[src/fpba_pkg.sv]
`default_nettype none
package fpba_pkg;

    localparam int MAX_BLOCKS = 32;
    localparam int ADDR_BITS  = 16;
    localparam int IDX_W      = $clog2(MAX_BLOCKS);
    localparam int CNT_W      = $clog2(MAX_BLOCKS + 1);
    localparam int LEN_W      = ADDR_BITS + 1;
    localparam int ID_W       = 16;
    localparam int CFG_W      = 17;

    localparam logic [1:0] ST_OK    = 2'd0;
    localparam logic [1:0] ST_NOFIT = 2'd1;
    localparam logic [1:0] ST_NOID  = 2'd2;
    localparam logic [1:0] ST_FULL  = 2'd3;

    localparam logic [1:0] POL_FIRST  = 2'd0;
    localparam logic [1:0] POL_BEST   = 2'd1;
    localparam logic [1:0] POL_WORST  = 2'd2;
    localparam logic [1:0] POL_UNUSED = 2'd3;

    localparam logic KIND_ALLOC = 1'b0;
    localparam logic KIND_FREE  = 1'b1;

    localparam logic REG_FIT_POLICY = 1'b0;
    localparam logic REG_TOTAL_SIZE = 1'b1;

    localparam logic [LEN_W-1:0] REGION_MAX = LEN_W'(1) << ADDR_BITS;

    typedef struct packed {
        logic load;
        logic scan;
        logic decide;
        logic merge_hi;
        logic merge_lo;
        logic push;
    } fpba_cmd_t;

    typedef struct packed {
        logic scan_done;
        logic merge;
    } fpba_stat_t;

endpackage
`default_nettype wire

[src/fpba_ctrl.sv]
`default_nettype none
module fpba_ctrl
    import fpba_pkg::*;
(
    input  wire logic       aclk,
    input  wire logic       aresetn,
    input  wire logic       req_valid,
    output logic            req_ready,
    input  wire logic       out_free,
    input  wire fpba_stat_t stat,
    output fpba_cmd_t       cmd
);

    typedef enum logic [2:0] {
        S_IDLE, S_SCAN, S_DECIDE, S_MERGE_HI, S_MERGE_LO, S_DONE
    } state_t;

    state_t state_reg, state_next;

    always_comb begin
        state_next = state_reg;
        cmd        = '0;
        req_ready  = 1'b0;
        case (state_reg)
            S_IDLE: begin
                req_ready = 1'b1;
                cmd.load  = req_valid;
                if (req_valid) state_next = S_SCAN;
            end
            S_SCAN: begin
                cmd.scan = 1'b1;
                if (stat.scan_done) state_next = S_DECIDE;
            end
            S_DECIDE: begin
                cmd.decide = 1'b1;
                state_next = stat.merge ? S_MERGE_HI : S_DONE;
            end
            S_MERGE_HI: begin
                cmd.merge_hi = 1'b1;
                state_next   = S_MERGE_LO;
            end
            S_MERGE_LO: begin
                cmd.merge_lo = 1'b1;
                state_next   = S_DONE;
            end
            S_DONE: begin
                cmd.push = out_free;
                if (out_free) state_next = S_IDLE;
            end
            default: state_next = S_IDLE;
        endcase
    end

    always_ff @(posedge aclk) begin
        if (!aresetn) begin
            state_reg <= S_IDLE;
        end else begin
            state_reg <= state_next;
        end
    end

endmodule
`default_nettype wire

[config.mk]
export PLATFORM = sky130hd
export DESIGN_NAME = fpba_ctrl
export DESIGN_NICKNAME = d
export VERILOG_FILES = /design/src/fpba_pkg.sv /design/src/fpba_ctrl.sv
export SDC_FILE = /design/constraint.sdc
export NUM_CORES = 1
export LEC_CHECK = 0
export BUFFER_PORTS_ARGS = -buffer_cell sky130_fd_sc_hd__buf_2
export CORE_AREA = 2 2 39 41
export DETAILED_ROUTE_END_ITERATION = 12
export DIE_AREA = 0 0 41 43
export PLACE_DENSITY_LB_ADDON = 0.05
export SLEW_MARGIN = 20
export SYNTH_ARGS = -nofsm -noshare
export SYNTH_HDL_FRONTEND = slang
export SYNTH_SLANG_ARGS = --single-unit
[constraint.sdc]
create_clock -name aclk -period 1.3 [get_ports aclk]
set_input_delay 0.26 -clock aclk [delete_from_list [all_inputs] [get_ports aclk]]
set_output_delay 0.26 -clock aclk [all_outputs]
set_load 0.05 [all_outputs]
; ---- Word level (Yosys, flattened, before mapping)
; Index checks and enable logic that the tools add are counted.
[classes]
eq_ne = 8
muxes = 12
reduce_logical = 2
[op_table]
columns = operator, count
row1 = 3-bit case mux with 6 select lines, 1
row2 = 3-bit 2-to-1 mux, 4
row3 = 1-bit 2-to-1 mux, 7
row4 = "3-bit by 2-bit equality test with 1-bit output, second input constant", 2
row5 = "3-bit equality test, second input constant", 2
row6 = "2-bit != test, second input constant", 3
row7 = "3-bit by 1-bit equality test with 1-bit output, second input constant", 1
row8 = 3-bit zero test, 1
row9 = 3-bit AND reduction, 1
[word_totals]
register_bits = 3
inputBits = 6
out_inout_bits = 7
elab_cells = 23

; ---- Logic depth before layout (Yosys ltp)
[logic_depth]
depth_word = 3
depth_mapped = 4

; ---- Worst setup path before layout
; OpenSTA, ideal clock, no wires.
[synth_timing]
path_kind = flip-flop to output port
startpoint = register state_reg[0]
endpoint = output cmd[5] in the netlist's numbering
t_arrival_ns = 1.728
t_required_ns = 1.040
slack_ns = -0.688
path_stages_with_launch = 4
path_cell_list = dfxtp_1 -> buf_2 -> nor3_2 -> and2_1
[synth_rtl]
columns = element, line_no
row1 = from (decl), fpba_ctrl.sv:18  ; state_t state_reg, state_next;
row2 = from (signal assigned), fpba_ctrl.sv:58  ; state_reg <= state_next;
row3 = to (decl), fpba_ctrl.sv:11  ; output fpba_cmd_t cmd

==> flow_metrics.tcl <==
set metrics [dict create \
    status "finished with violations" \
    violations "negative setup slack" \
    max_freq_mhz 734.3 \
    hp-class "input pin to flop" \
    htreeDepth 1 \
    clock_skew_ns 0.001670 \
    nFillCells 161 \
    rsz0062_at_grt "yes" \
    drc_errors 0 \
    ys_types 15 \
    final_cells 63 \
    syn_avg_cell_area_sq_um 8.959 \
    syn_area_sq_um 224.0 \
    grt_pass1_wl_um 1048 \
    final_cell_mix "9 x buf_4, 6 x buf_2, 5 x buf_6" \
    fin_crit_ns 1.362 \
    cp_cell_sequence "nor3_4 > and2_4 > buf_8" \
    cp_slowest_stage_delay_ns 0.36 \
    holdWs_ns 0.2838 \
    core_sq_mm 0.001384 \
    grt_antenna_before_repair 0 \
    finalHoldViolCount 0 \
    place_inst 55 \
    syn2layout_area_growth_pct 105.0 \
    cts-root-buf "clkbuf_4" \
    critPathCaptureType "output port" \
    synth_fp_nets 31 \
    die_width_um 41 \
    path_class "flop to output port" \
    worst_pin_slew_ns 0.2799 \
    path_buf_inv 1 \
    setup_ws_ns -0.06182 \
    grt_util_all_layers 0.09619 \
    cts_tree "done" \
    placementRows 14 \
    synth-seq-cells 3 \
    path_delay_family "simple AND/OR/NAND/NOR gates" \
    ys.warnings.count 0 \
    yosys.area.top_type "dfxtp_1" \
    cap_violations 0 \
    largest_reg_flops 3 \
    yosys.area.top_type_share 0.2682 \
    yosysSeqAreaShare 0.2682 \
    cpMaxStageDelayCell "dfxtp_4" \
    portBuffers 12 \
    path_clk_slew_ns 0.04 \
    die_area_sq_mm 0.001763 \
    synth_cells 25 \
    first_global_vias 255 \
    via_per_inst 4.143 \
    maxSlewViolCount 0 \
    cts.sinks 3 \
    layout-drive-gt1-share 0.7234 \
    slew_headroom 0.8123 \
    start_util 0.1618 \
    setup_viol 4 \
    routedWlPerCell_um 10.06 \
    die_h_um 43 \
    gp_congestion 0.6284 \
    post-place-ws_ns -0.02021 \
    p_leak_uw 0.0002195 \
    grt_max_degree 9 \
    io_pins 13 \
    antenna_cells 0 \
    vias 261 \
    drt-total-wl_um 634 \
    synth_area_leaders "dfxtp_1 27%, nor3b_1 10%, nor3_2 8.9%, and3b_1 7.8%, a221oi_2 6.7%" \
    layout_commonest_cell "buf_4" \
    clkLatencyLatePin_ns 0.23 \
    clockBufferDepth 2 \
    vdd.ir_drop.worst_uv 400.8 \
    cts_buffers 3 \
    p_total_uw 593.5 \
    worstPathMaxFanout 7 \
    required_ns 1.04 \
    cp_data_arrival_time_ns 1.10 \
    overflow 0 \
    final_nets 54 \
    power.density_mw_per_mm2 1292 \
    ctsHoldBuffers 0 \
    dr.pass1.iters 2 \
    start_kind "flop" \
    drt-initial-drc-count 3 \
    finalCritPeriodShare 1.048 \
    ant_nets 0 \
]
## power by group
part / leakage [uW] / internal, uW / switching (uW)
registers: 0.0000267 / 106 / 26.8
logic: 0.000178 / 143 / 156
clock network: 0.0000150 / 115 / 46.7
## metal layers
layer | share of wire | track usage
met1 | 0.41 | 0.1022
met2 | 0.50 | 0.1250
met3 | 0.057 | 0.04712
met4 | 0.030 | 0.1000
met5 | 0 | 0
## path summary, 6_finish.rpt
path / from / to / slack [ns] / cells past startpoint
max: state_reg[1] / cmd[5] / -0.06 / 3
min: aresetn / state_reg[1] / 0.28 / 2
max reg2reg: state_reg[2] / state_reg[1] / 0.10 / 4
min reg2reg: state_reg[0] / state_reg[0] / 0.60 / 2
## synth_stat cells, drive strengths merged
| cell type | instances |
|---|---|
| a211oi | 1 |
| a221oi | 1 |
| and2 | 1 |
| and3b | 2 |
| and4b | 1 |
| buf | 3 |
| dfxtp | 3 |
| inv | 1 |
| mux2i | 1 |
| nand2 | 3 |
| nand2b | 2 |
| nor3 | 2 |
| nor3b | 3 |
| o22ai | 1 |
## cell type report
type / instances / area, sq um / area share
clock buffer: 4 / 26.28 / 0.05722
inverter: 1 / 3.754 / 0.008174
multi-input combinational: 18 / 168.9 / 0.3678
sequential: 3 / 71.32 / 0.1553
tap: 16 / 20.02 / 0.04360
timing repair buffer: 21 / 168.9 / 0.3678
## cell families (layout without fill, tap and decap cells)
kind of cell / count (synthesis) / in the layout / share of synthesized area
AO/OA/AOI/OAI: 3 / 3 / 0.1285
buffers and inverters: 4 / 26 / 0.1117
flip-flops: 3 / 3 / 0.2682
multiplexers: 1 / 1 / 0.04469
AND/OR/NAND/NOR: 14 / 14 / 0.4469
## through the flow
| stage | cell area (sq um) | util | TNS [ns] |
|---|---|---|---|
| after floorplan | 254.0 | - | -0.5512 |
| final | 459.2 | 0.3318 | -0.1836 |
| after global placement | 344.1 | 0.2486 | -0.009994 |
| after detailed placement | 344.1 | 0.2486 | -0.02021 |
| after global routing | 459.2 | 0.3318 | -0.4589 |
| after CTS | 434.2 | 0.3137 | -0.2505 |
## what timing repair did
| item | CTS | global route |
|---|---|---|
| gates resized for setup | 18 | 2 |
| cloned | 0 | 0 |
| pin swaps | 4 | 1 |
| buffers inserted | 2 | 2 |
| hold endpoints to repair | 0 | 0 |
| setup endpoints to repair | 7 | 7 |
No activity file was read; power rests on OpenSTA's default activity.
